===== config.mk =====
export PLATFORM = sky130hd
export DESIGN_NAME = learning_switch_forwarder_core
export DESIGN_NICKNAME = d
export VERILOG_FILES = /design/src/design/lsf_pkg.sv /design/src/design/lsf_cfg.sv /design/src/design/lsf_addr_table.sv /design/src/design/learning_switch_forwarder_core.sv
export SDC_FILE = /design/constraint.sdc
export NUM_CORES = 2
export LEC_CHECK = 0
export BUFFER_PORTS_ARGS = -buffer_cell sky130_fd_sc_hd__buf_2
export CAP_MARGIN = 20
export CORE_MARGIN = 4
export CORE_UTILIZATION = 40
export DETAILED_ROUTE_END_ITERATION = 8
export HOLD_SLACK_MARGIN = 0.1
export MAX_ROUTING_LAYER = met4
export PLACE_DENSITY = 0.52
export RECOVER_POWER = 25
export SYNTH_ARGS = -nofsm -noshare
export SYNTH_HDL_FRONTEND = slang
export SYNTH_SLANG_ARGS = --single-unit

===== constraint.sdc =====
create_clock -name clk -period 45.6 [get_ports clk]
set_clock_uncertainty 0.1 [all_clocks]
set_input_delay 9.12 -clock clk [delete_from_list [all_inputs] [get_ports clk]]
set_output_delay 9.12 -clock clk [all_outputs]
set_load 0.05 [all_outputs]

===== src/design/lsf_pkg.sv =====
// ----------------------------------------------------------------------------
// lsf_pkg
// Shared types and constants of the learning switch forwarder.
// ----------------------------------------------------------------------------
package lsf_pkg;

	localparam int NUM_PORTS  = 8;
	localparam int ADDR_COUNT = 1024;
	localparam int ADDR_W     = $clog2(ADDR_COUNT);

	localparam int PORT_W  = 3;
	localparam int NADDR_W = 10;
	localparam int MASK_W  = 8;
	localparam int TAG_W   = 16;
	localparam int IDX_W   = 2;
	localparam int CDATA_W = 10;

	localparam logic [NADDR_W-1:0] NO_LEARN_RESET = NADDR_W'(1000);

	typedef enum logic [IDX_W-1:0] {
		REG_PORT_ENABLE   = 2'd0,
		REG_MIN_HOST_ADDR = 2'd1,
		REG_NO_LEARN_ADDR = 2'd2
	} reg_idx_t;

	typedef struct packed {
		logic [MASK_W-1:0]  port_enable;
		logic [NADDR_W-1:0] min_host_addr;
		logic [NADDR_W-1:0] no_learn_addr;
	} cfg_t;

	typedef struct packed {
		logic              vld;
		logic [PORT_W-1:0] port;
	} entry_t;

	typedef struct packed {
		logic              en;
		logic [ADDR_W-1:0] addr;
		logic [PORT_W-1:0] port;
	} tbl_wr_t;

	// ports that exist on the switch and fit in the forward mask
	function automatic logic [MASK_W-1:0] exist_mask();
		logic [MASK_W-1:0] m;
		m = '0;
		for (int i = 0; i < MASK_W; i++) begin
			m[i] = (i < NUM_PORTS);
		end
		return m;
	endfunction

endpackage


===== src/design/lsf_cfg.sv =====
// ----------------------------------------------------------------------------
// lsf_cfg
// Configuration registers, written through the register write channel.
// ----------------------------------------------------------------------------
module lsf_cfg (
	input  logic                         clk,
	input  logic                         arst_n,
	input  logic                         wr_en,
	input  logic [lsf_pkg::IDX_W-1:0]    wr_index,
	input  logic [lsf_pkg::CDATA_W-1:0]  wr_data,
	output lsf_pkg::cfg_t                cfg
);

	lsf_pkg::cfg_t cfg_q;

	always_ff @(posedge clk or negedge arst_n) begin
		if (!arst_n) begin
			cfg_q.port_enable   <= '1;
			cfg_q.min_host_addr <= '0;
			cfg_q.no_learn_addr <= lsf_pkg::NO_LEARN_RESET;
		end else if (wr_en) begin
			unique case (wr_index)
				lsf_pkg::REG_PORT_ENABLE:
					cfg_q.port_enable <= wr_data[lsf_pkg::MASK_W-1:0];
				lsf_pkg::REG_MIN_HOST_ADDR:
					cfg_q.min_host_addr <= wr_data[lsf_pkg::NADDR_W-1:0];
				lsf_pkg::REG_NO_LEARN_ADDR:
					cfg_q.no_learn_addr <= wr_data[lsf_pkg::NADDR_W-1:0];
				default: ; // unused index, write ignored
			endcase
		end
	end

	assign cfg = cfg_q;

endmodule


===== src/design/lsf_addr_table.sv =====
// ----------------------------------------------------------------------------
// lsf_addr_table
// Address table memory: one write and one registered read per cycle, with a
// clearing sweep after reset.
// ----------------------------------------------------------------------------
module lsf_addr_table (
	input  logic                        clk,
	input  logic                        arst_n,
	input  lsf_pkg::tbl_wr_t            wr,
	input  logic                        rd_en,
	input  logic [lsf_pkg::ADDR_W-1:0]  rd_addr,
	output lsf_pkg::entry_t             rd_data,
	output logic                        busy
);

	lsf_pkg::entry_t mem [lsf_pkg::ADDR_COUNT];
	lsf_pkg::entry_t rd_q;
	logic [lsf_pkg::ADDR_W-1:0] clr_q;
	logic clr_busy_q;

	always_ff @(posedge clk or negedge arst_n) begin
		if (!arst_n) begin
			clr_q      <= '0;
			clr_busy_q <= 1'b1;
		end else if (clr_busy_q) begin
			clr_q <= clr_q + 1'b1;
			if (clr_q == lsf_pkg::ADDR_W'(lsf_pkg::ADDR_COUNT - 1)) begin
				clr_busy_q <= 1'b0;
			end
		end
	end

	always_ff @(posedge clk) begin
		if (clr_busy_q) begin
			mem[clr_q] <= '0;
		end else if (wr.en) begin
			mem[wr.addr] <= '{vld: 1'b1, port: wr.port};
		end
		if (rd_en) begin
			rd_q <= mem[rd_addr];
		end
	end

	assign rd_data = rd_q;
	assign busy    = clr_busy_q;

endmodule


===== src/design/learning_switch_forwarder_core.sv =====
// ----------------------------------------------------------------------------
// learning_switch_forwarder_core
// Learning bridge: learns source ports and forwards or floods each header.
//
// channel  direction  beat contents (low bits first)
// s_axis   in         in_port[2:0] src_addr[12:3] dst_addr[22:13] packet_tag[38:23]
// m_axis   out        forward_mask[7:0] dropped[8] was_flooded[9] out_tag[25:10]
// cfg      in         cfg_index selects register, cfg_data carries the value
//
// One header per cycle while m_axis does not stall; each header passes through
// stage 1 and the result register before it is offered on m_axis. The table
// read is issued on the input beat, the learn write goes out as the header
// leaves the first stage, with a bypass between neighbours.
// After reset the table is swept clear with s_axis_tready low. A stall on
// m_axis holds both stages in place.
// ----------------------------------------------------------------------------
module learning_switch_forwarder_core (
	input  logic                        clk,
	input  logic                        arst_n,
	input  logic                        s_axis_tvalid,
	output logic                        s_axis_tready,
	// in_port, src_addr, dst_addr, packet_tag, zero pad
	input  logic [39:0]                 s_axis_tdata,
	output logic                        m_axis_tvalid,
	input  logic                        m_axis_tready,
	// forward_mask, dropped, was_flooded, out_tag, zero pad
	output logic [31:0]                 m_axis_tdata,
	input  logic                        cfg_valid,
	output logic                        cfg_ready,
	input  logic [lsf_pkg::IDX_W-1:0]   cfg_index,
	input  logic [lsf_pkg::CDATA_W-1:0] cfg_data
);

	lsf_pkg::cfg_t    cfg;
	lsf_pkg::tbl_wr_t tbl_wr;
	lsf_pkg::entry_t  rd_data;
	logic tbl_busy;

	logic [lsf_pkg::PORT_W-1:0]  in_port;
	logic [lsf_pkg::NADDR_W-1:0] in_src, in_dst;
	logic [lsf_pkg::TAG_W-1:0]   in_tag;
	logic in_acc, adv_s1;

	logic                        valid_s1;
	logic [lsf_pkg::PORT_W-1:0]  port_s1;
	logic [lsf_pkg::NADDR_W-1:0] src_s1, dst_s1;
	logic [lsf_pkg::TAG_W-1:0]   tag_s1;
	logic                        byp_hit_s1;
	logic [lsf_pkg::PORT_W-1:0]  byp_port_s1;

	logic drop, learn, dst_in_range, known;
	logic [lsf_pkg::PORT_W-1:0] hit_port;
	logic [lsf_pkg::MASK_W-1:0] mask;
	logic flood;

	logic                       out_valid_q;
	logic [lsf_pkg::MASK_W-1:0] out_mask_q;
	logic                       out_drop_q, out_flood_q;
	logic [lsf_pkg::TAG_W-1:0]  out_tag_q;

	assign in_port = s_axis_tdata[2:0];
	assign in_src  = s_axis_tdata[12:3];
	assign in_dst  = s_axis_tdata[22:13];
	assign in_tag  = s_axis_tdata[38:23];

	assign cfg_ready = 1'b1;

	lsf_cfg u_cfg (
		.clk      (clk),
		.arst_n   (arst_n),
		.wr_en    (cfg_valid & cfg_ready),
		.wr_index (cfg_index),
		.wr_data  (cfg_data),
		.cfg      (cfg)
	);

	lsf_addr_table u_tbl (
		.clk     (clk),
		.arst_n  (arst_n),
		.wr      (tbl_wr),
		.rd_en   (in_acc),
		.rd_addr (lsf_pkg::ADDR_W'(in_dst)),
		.rd_data (rd_data),
		.busy    (tbl_busy)
	);

	assign adv_s1        = !out_valid_q || m_axis_tready;
	assign s_axis_tready = !tbl_busy && (!valid_s1 || adv_s1);
	assign in_acc        = s_axis_tvalid && s_axis_tready;

	// decision for the header in stage 1
	always_comb begin
		drop = src_s1 < cfg.min_host_addr;
		learn = !drop && (src_s1 != cfg.no_learn_addr)
			&& (32'(src_s1) < lsf_pkg::ADDR_COUNT)
			&& (32'(port_s1) < lsf_pkg::NUM_PORTS);
		dst_in_range = 32'(dst_s1) < lsf_pkg::ADDR_COUNT;
		known = 1'b0;
		hit_port = rd_data.port;
		mask = '0;
		flood = 1'b0;
		priority if (drop) begin
			known = 1'b0;
		end else if (learn && (src_s1 == dst_s1)) begin
			// sent back to its own sender
			known = 1'b1;
			hit_port = port_s1;
		end else if (dst_in_range && byp_hit_s1) begin
			// neighbour wrote this entry on the same edge as the read
			known = 1'b1;
			hit_port = byp_port_s1;
		end else if (dst_in_range && rd_data.vld) begin
			known = 1'b1;
			hit_port = rd_data.port;
		end else begin
			known = 1'b0;
		end
		if (!drop) begin
			if (known) begin
				mask = lsf_pkg::MASK_W'(1) << hit_port;
			end else begin
				flood = 1'b1;
				mask = cfg.port_enable & lsf_pkg::exist_mask()
					& ~(lsf_pkg::MASK_W'(1) << port_s1);
			end
		end
	end

	assign tbl_wr.en   = valid_s1 && adv_s1 && learn;
	assign tbl_wr.addr = lsf_pkg::ADDR_W'(src_s1);
	assign tbl_wr.port = port_s1;

	always_ff @(posedge clk or negedge arst_n) begin
		if (!arst_n) begin
			valid_s1    <= 1'b0;
			out_valid_q <= 1'b0;
		end else begin
			if (in_acc) begin
				valid_s1 <= 1'b1;
			end else if (adv_s1) begin
				valid_s1 <= 1'b0;
			end
			if (adv_s1) begin
				out_valid_q <= valid_s1;
			end
		end
	end

	always_ff @(posedge clk) begin
		if (in_acc) begin
			port_s1     <= in_port;
			src_s1      <= in_src;
			dst_s1      <= in_dst;
			tag_s1      <= in_tag;
			byp_hit_s1  <= tbl_wr.en && (src_s1 == in_dst);
			byp_port_s1 <= port_s1;
		end
		if (adv_s1 && valid_s1) begin
			out_mask_q  <= mask;
			out_drop_q  <= drop;
			out_flood_q <= flood;
			out_tag_q   <= tag_s1;
		end
	end

	assign m_axis_tvalid = out_valid_q;
	assign m_axis_tdata  = {6'd0, out_tag_q, out_flood_q, out_drop_q, out_mask_q};

`ifndef SYNTHESIS
	// no header taken while the table is being swept
	assert property (@(posedge clk) disable iff (!arst_n)
		s_axis_tready |-> !tbl_busy)
		else $error("header accepted during table clear");

	// learning never collides with the clearing sweep
	assert property (@(posedge clk) disable iff (!arst_n)
		tbl_wr.en |-> !tbl_busy)
		else $error("table write during clear");

	// a dropped result carries neither mask nor flood
	assert property (@(posedge clk) disable iff (!arst_n)
		(m_axis_tvalid && m_axis_tdata[8]) |-> (m_axis_tdata[9:0] == 10'd1 << 8))
		else $error("dropped result with mask or flood set");

	// an accepted header is in stage 1 on the next cycle
	assert property (@(posedge clk) disable iff (!arst_n)
		in_acc |=> valid_s1)
		else $error("accepted header lost");

	// stage 1 only moves on when the result register is free
	assert property (@(posedge clk) disable iff (!arst_n)
		(valid_s1 && !adv_s1) |=> (valid_s1 && $stable(tag_s1)))
		else $error("stalled header disturbed");
`endif

endmodule


== Word-level counts from Yosys, hierarchy flattened ==
Memories as Yosys holds them, arrays and structs flattened. A register that Yosys moved wholly into a read port is not among the register bits.
Index checks and enable logic that the tools add are counted.
Word-level totals
  register bits after elaboration: 110
  bits in writable memories: 4096
  input bits: 57
  output and inout port bits: 35
  memories: 1
Cells by class
  add/subtract/negate cells: 1
  magnitude comparators: 1
  eq/ne operators: 6
  shifts and indexed selects: 2
  mux-type cells: 21
  bitwise operators: 2
  reduce and logical (&&, ||, !) cells: 19
Memory list
  u_tbl.mem: words 1024, width 4, rd ports 1, clocked after memory_dff 1, write ports 1, line lsf_addr_table.sv:16  | lsf_pkg::entry_t mem [lsf_pkg::ADDR_COUNT];
Operator list (number)
  == test 10 bit: 2
  left shift 1 x 3 -> 8 bit, first input constant: 2
  2-to-1 mux 1 bit: 15
  adder 10 x 1 -> 10 bit, second input constant: 1
  == test 10 bit, second input constant: 1
  less-than comparator 10 bit: 1
  2-to-1 mux 10 bit: 1
  != test 10 bit: 1
  2-to-1 mux 3 bit: 3
  bitwise AND 8 bit: 1
  2-to-1 mux 8 bit: 1
  NOT 8 bit: 1
  logical AND 1 bit: 7
  AND reduction 2 bit: 3
  logical NOT 1 bit: 4
  2-to-1 mux 4 bit: 1
  OR reduction 4 bit: 1
  == test 2 x 1 -> 1 bit, second input constant: 1
  == test 2 bit, second input constant: 1
  logical NOT 2 bit: 1
  logical OR 1 bit: 2
  nonzero test 2 bit: 1

== Longest topological paths before layout ==
  depth in word-level cells: 9
  gate-level depth with buffers: 15
  mapped depth without buffers: 11

== By module ==
Synthesis repeated with hierarchy kept, for this count alone.
Unflattened totals
  cell total of the unflattened synthesis: 8571
  area, all modules: 166877.5 sq um
Modules (own cells, without submodules)
  lsf_addr_table: times used 1, cells an instance 8302, area an instance 162648.5 sq um, seq. area each 123394.6 sq um
  learning_switch_forwarder_core: times used 1, cells an instance 208, area an instance 3146.8 sq um, seq. area each 2122.0 sq um
  lsf_cfg: times used 1, cells an instance 61, area an instance 1082.3 sq um, seq. area each 718.2 sq um

== Least setup slack after synthesis ==
No wires, ideal clock.
  path kind: input-to-reg
  start point: in m_axis_tready
  end point: mem u_tbl.mem[0][2] in the netlist's numbering (data pin)
  arrival: 33.358 ns
  required time: 40.544 ns
  path slack: 7.186 ns
  cell stages on the path: 5
  path through: nor2b_1 -> nor3_2 -> nand3_1 -> buf_2 -> nor2_1
Between the ends
  cells in the longest elaborated chain, start to end: 8
Ends and longest elaborated chain
  start, declared: line learning_switch_forwarder_core.sv:25  | input logic m_axis_tready,
  logical OR 1 bit: line learning_switch_forwarder_core.sv:87  | assign adv_s1 = !out_valid_q || m_axis_tready;
  logical AND 1 bit (2 in series): line learning_switch_forwarder_core.sv:129  | assign tbl_wr.en = valid_s1 && adv_s1 && learn;
  2-to-1 mux 1 bit: line lsf_addr_table.sv:36  | end else if (wr.en) begin
  2-to-1 mux 1 bit: line lsf_addr_table.sv:34  | if (clr_busy_q) begin
  2-to-1 mux 1 bit (implied by the code): line lsf_addr_table.sv:37  | mem[wr.addr] <= '{vld: 1'b1, port: wr.port};
  OR reduction 4 bit (no source line)
  2-to-1 mux 4 bit (no source line)
  end, declared: line lsf_addr_table.sv:16
No other way between the ends.

== Worst setup path after layout ==
  start point: in m_axis_tready
  end point: mem u_tbl.mem[690][0] in the netlist's numbering (data pin)
Same word-level chain as after synthesis.

==> results by group <==
Logic synthesis
  – Yosys warning count: 0
  – Ranking of synthesized cells by area: edfxtp_1 74%, mux4_2 12%, mux2i_1 2.8%
  – Cell count after synthesis: 8735
  – Post-Synth XOR/XNOR Area: 0.203%
  – Combinational family with the most area after synthesis: multiplexers
  – Post-synthesis mux area share: 14.7%
  – Simple-gate area share of the yosys netlist: 4.15%
  – Main flop type after synthesis: edfxtp_1
  – Mapped cell area: 168000 um^2
  – Adder and majority cell fraction of the synthesized area: 0.0744%
  – Ys async rst share: 0.974%
  – Synth area leader: edfxtp_1
  – Synth cell types: 84
  – Post-synth EDFFs: 4169
  – Synthesized area per cell: 19.3 um^2
  – Register bit count reported by yosys: 4210
  – Share of the synthesized area in the top cell type: 74.5%
  – Synth cell count leaders: 4169 x edfxtp_1, 862 x mux4_2, 774 x nor2_1
  – Sequential fraction of the synthesis area: 75.1%
  – Synth Area in Compound Gates: 3.60%
  – Count leader, synth: edfxtp_1

Global route
  – Antenna violations before repair: 33
  – Gr ovfl total: 0
  – Total track usage: 23.2%
  – Largest net degree at the start of global routing: 223
  – Global-route wire length before repair: 697000 um
  – Vias in the first global route: 89.1k

STA
  – Fmax: 0.0481 GHz
  – Slew Limit Fails: 2148
  – Ratio of final minimum period to clock period: 45.6%
  – Slew @ Worst Pin: 6.07 ns
  – RSZ-0062 raised after global routing: false
  – Final setup fails: 0
  – Shortest period the worst path allows: 20.80 ns
  – Setup_tns: 0 ns
  – Worst rel slew slack: -304%
  – Final Hold Viols: 0

Job
  – Max Cap Viol: 69

Outcome
  – Failing checks: capacitance limit, slew limit
  – Run status: finished with violations

Finish
  – Fillers: 35.3k
  – Fin cells: 14.8k
  – P&R area growth vs syn: 12.0%
  – NumNets Final: 8964
  – Share of cells above drive strength 1: 20.7%

Setup path
  – Crit end category: flip-flop
  – WP data arrival: 21.32 ns
  – R2R Path Start: u_tbl.busy$_DFF_PN1_
  – Cell mode on critical path: buf_4
  – Slowest CP cell: and2_0
  – CP max FO: 100
  – CP max stage delay: 3.72 ns
  – Worst setup SP type: input port
  – Critical Path RT: 46.13 ns
  – Critical path class: input port to flip-flop
  – Crit path cell chain: buf_2 > nor2b_1 > nor3_4 > clkbuf_1 > nand3_1 > clkinvlp_2 > and2_0 > clkbuf_1 > buf_4 > buf_4 > buf_4
  – Critical Path Source: m_axis_tready

Worst hold path
  – Hold_sp: tag_s1[11]$_DFFE_PP_
  – Hold crit path type: flip-flop to flip-flop

Power
  – Pint: 6.46 mW
  – Worst vdd ir: 0.0340 mV
  – Clk pwr share: 41.5%
  – LEAKAGE: 58.5 nW
  – Pwr Density: 44.3 nW/um^2
  – Switching power: 1.89 mW
  – Switching share of power: 22.7%
  – Reg power frac: 52.2%
  – Logic pwr share: 6.3%

Route
  – Drt wl/cell: 33.6 um
  – DRC: 0
  – Post-DRT Antenna Nets: 0
  – DRT iter0 DRCs: 10.0k
  – Total Routed Length: 496000 um
  – Drt pass-1 iters: 6
  – Via count: 88.1k
  – Mean number of vias per cell: 5.97

Clock tree
  – Post-CTS setup buffer count: 0
  – Post_cts resized: 0
  – Clock slew at reported path FFs: 0.06 ns
  – Clock latency on the worst-skew pair: 1.00 ns
  – Clock tree sinks: 4210
  – TritonCTS buffer count: 436
  – H-tree lvl count: 5
  – Longest Clk Path Bufs: 4
  – Hold-fix buffers, CTS: 0
  – CTS tree: done
  – CTS root buf: clkbuf_16

Floorplan
  – Top Ports: 92
  – Starting Density: 40.2%
  – DIE HEIGHT: 656 um
  – Rows: 237
  – Die ar.: 431000 um^2
  – Core box area: 418000 um^2
  – Die width: 656 um

Placed design
  – Post-DP HPWL: 297000 um
  – Port Buffers: 83
  – GP Congestion: 0.822
  – Dpl cells: 13.9k
-- worst paths after layout --
kind | endpoint | depth (start not counted) | slack (ns)
hold / removal | out_tag_q[11]$_DFFE_PP_ | 0 | 0.31
min in group asynchronous | m_axis_tvalid$_DFFE_PN0N_ | 1 | 8.74
max in group asynchronous | u_tbl.clr_q[7]$_DFFE_PN0P_ | 1 | 35.31
setup / recovery | u_tbl.mem[690][0]$_DFFE_PP_ | 11 | 24.80
setup reg to reg | u_tbl.mem[690][0]$_DFFE_PP_ | 10 | 31.88
hold reg to reg | out_tag_q[11]$_DFFE_PP_ | 0 | 0.31
-- routing by layer --
layer  track usage (%)  share of wire, %  up-vias
met5                 -                 0        -
met4              6.52               3.1        0
met3              3.23               7.1      717
met2              37.4                49     3644
met1              31.0                41    47400
li1                  -                 -    36300
-- cell type report --
cell class                 count  area (um^2)  share of cell area (%)
antenna                        8         20.0                  0.0106
multi-input combinational   3839        38700                    20.6
timing repair buffer         385         2650                    1.41
clock buffer                 533        11400                    6.04
sequential                  4210       126000                    67.0
clock inverter               268         2370                    1.26
tap                         5497         6880                    3.65
inverter                      25          110                  0.0585
-- metrics by stage --
step	utilization, %	area (um^2)	power (mW)	hold WS (ns)	setup slack, ns
2_1_floorplan	-	168000	4.85	0.300	7.19
4_1_cts	45.2	189000	8.41	0.318	26.38
3_3_place_gp	41.9	175000	4.96	0.301	26.37
5_1_grt	45.1	188000	8.61	0.319	23.82
6_report	45.1	188000	8.35	0.311	24.80
3_5_place_dp	41.9	175000	4.97	0.305	26.39
-- state kept, by name, indices dropped and copies added (netlist names), 8 cells and up --
register	flops
u_tbl.mem	4096
u_cfg.cfg	28
out_tag_q	16
tag_s1	16
dst_s1	10
src_s1	10
u_tbl.clr_q	10
out_mask_q	8
-- critical path, delay by kind of cell --
family                 cells  cell delay [ns]
buffers and inverters      7             7.61
and+or+nand+nor            4             4.25
-- cells in the final DEF, fill, tap and decap left out, types with 43 or more instances in the layout --
| cell type | synthesis | final |
|---|---|---|
| o221ai_1 | 172 | 172 |
| nand3_1 | 51 | 51 |
| edfxtp_1 | 4169 | 4169 |
| clkinv_1 | 2 | 107 |
| nand2_1 | 116 | 114 |
| clkbuf_1 | 334 | 183 |
| buf_4 | 49 | 227 |
| o21ai_0 | 104 | 116 |
| nor3_1 | 414 | 414 |
| mux2i_1 | 476 | 474 |
| a21oi_1 | 147 | 147 |
| clkinv_2 | 0 | 85 |
| a22oi_1 | 85 | 85 |
| buf_2 | 146 | 49 |
| nor4_1 | 42 | 43 |
| o22ai_1 | 128 | 107 |
| nor2_1 | 774 | 764 |
| mux4_2 | 862 | 862 |
| clkbuf_16 | 0 | 441 |
-- power groups by stage --
stage	Clock [mW]	Sequential [mW]	Combinational, mW
floorplan	0	4.55	0.305
global placement	0	4.43	0.526
detailed placement	0	4.43	0.536
CTS	3.52	4.35	0.537
global route	3.69	4.36	0.559
finish	3.46	4.36	0.527
-- kinds of logic after synthesis --
family	after synthesis
DFF	4210
other	2
buffers and inverters	691
xor gates and xnor gates	39
muxes	1379
and+or+nand+nor	1540
AOI/OAI and AO/OA	864
adders and majority gates	10
(Power assumes the default switching activity.)
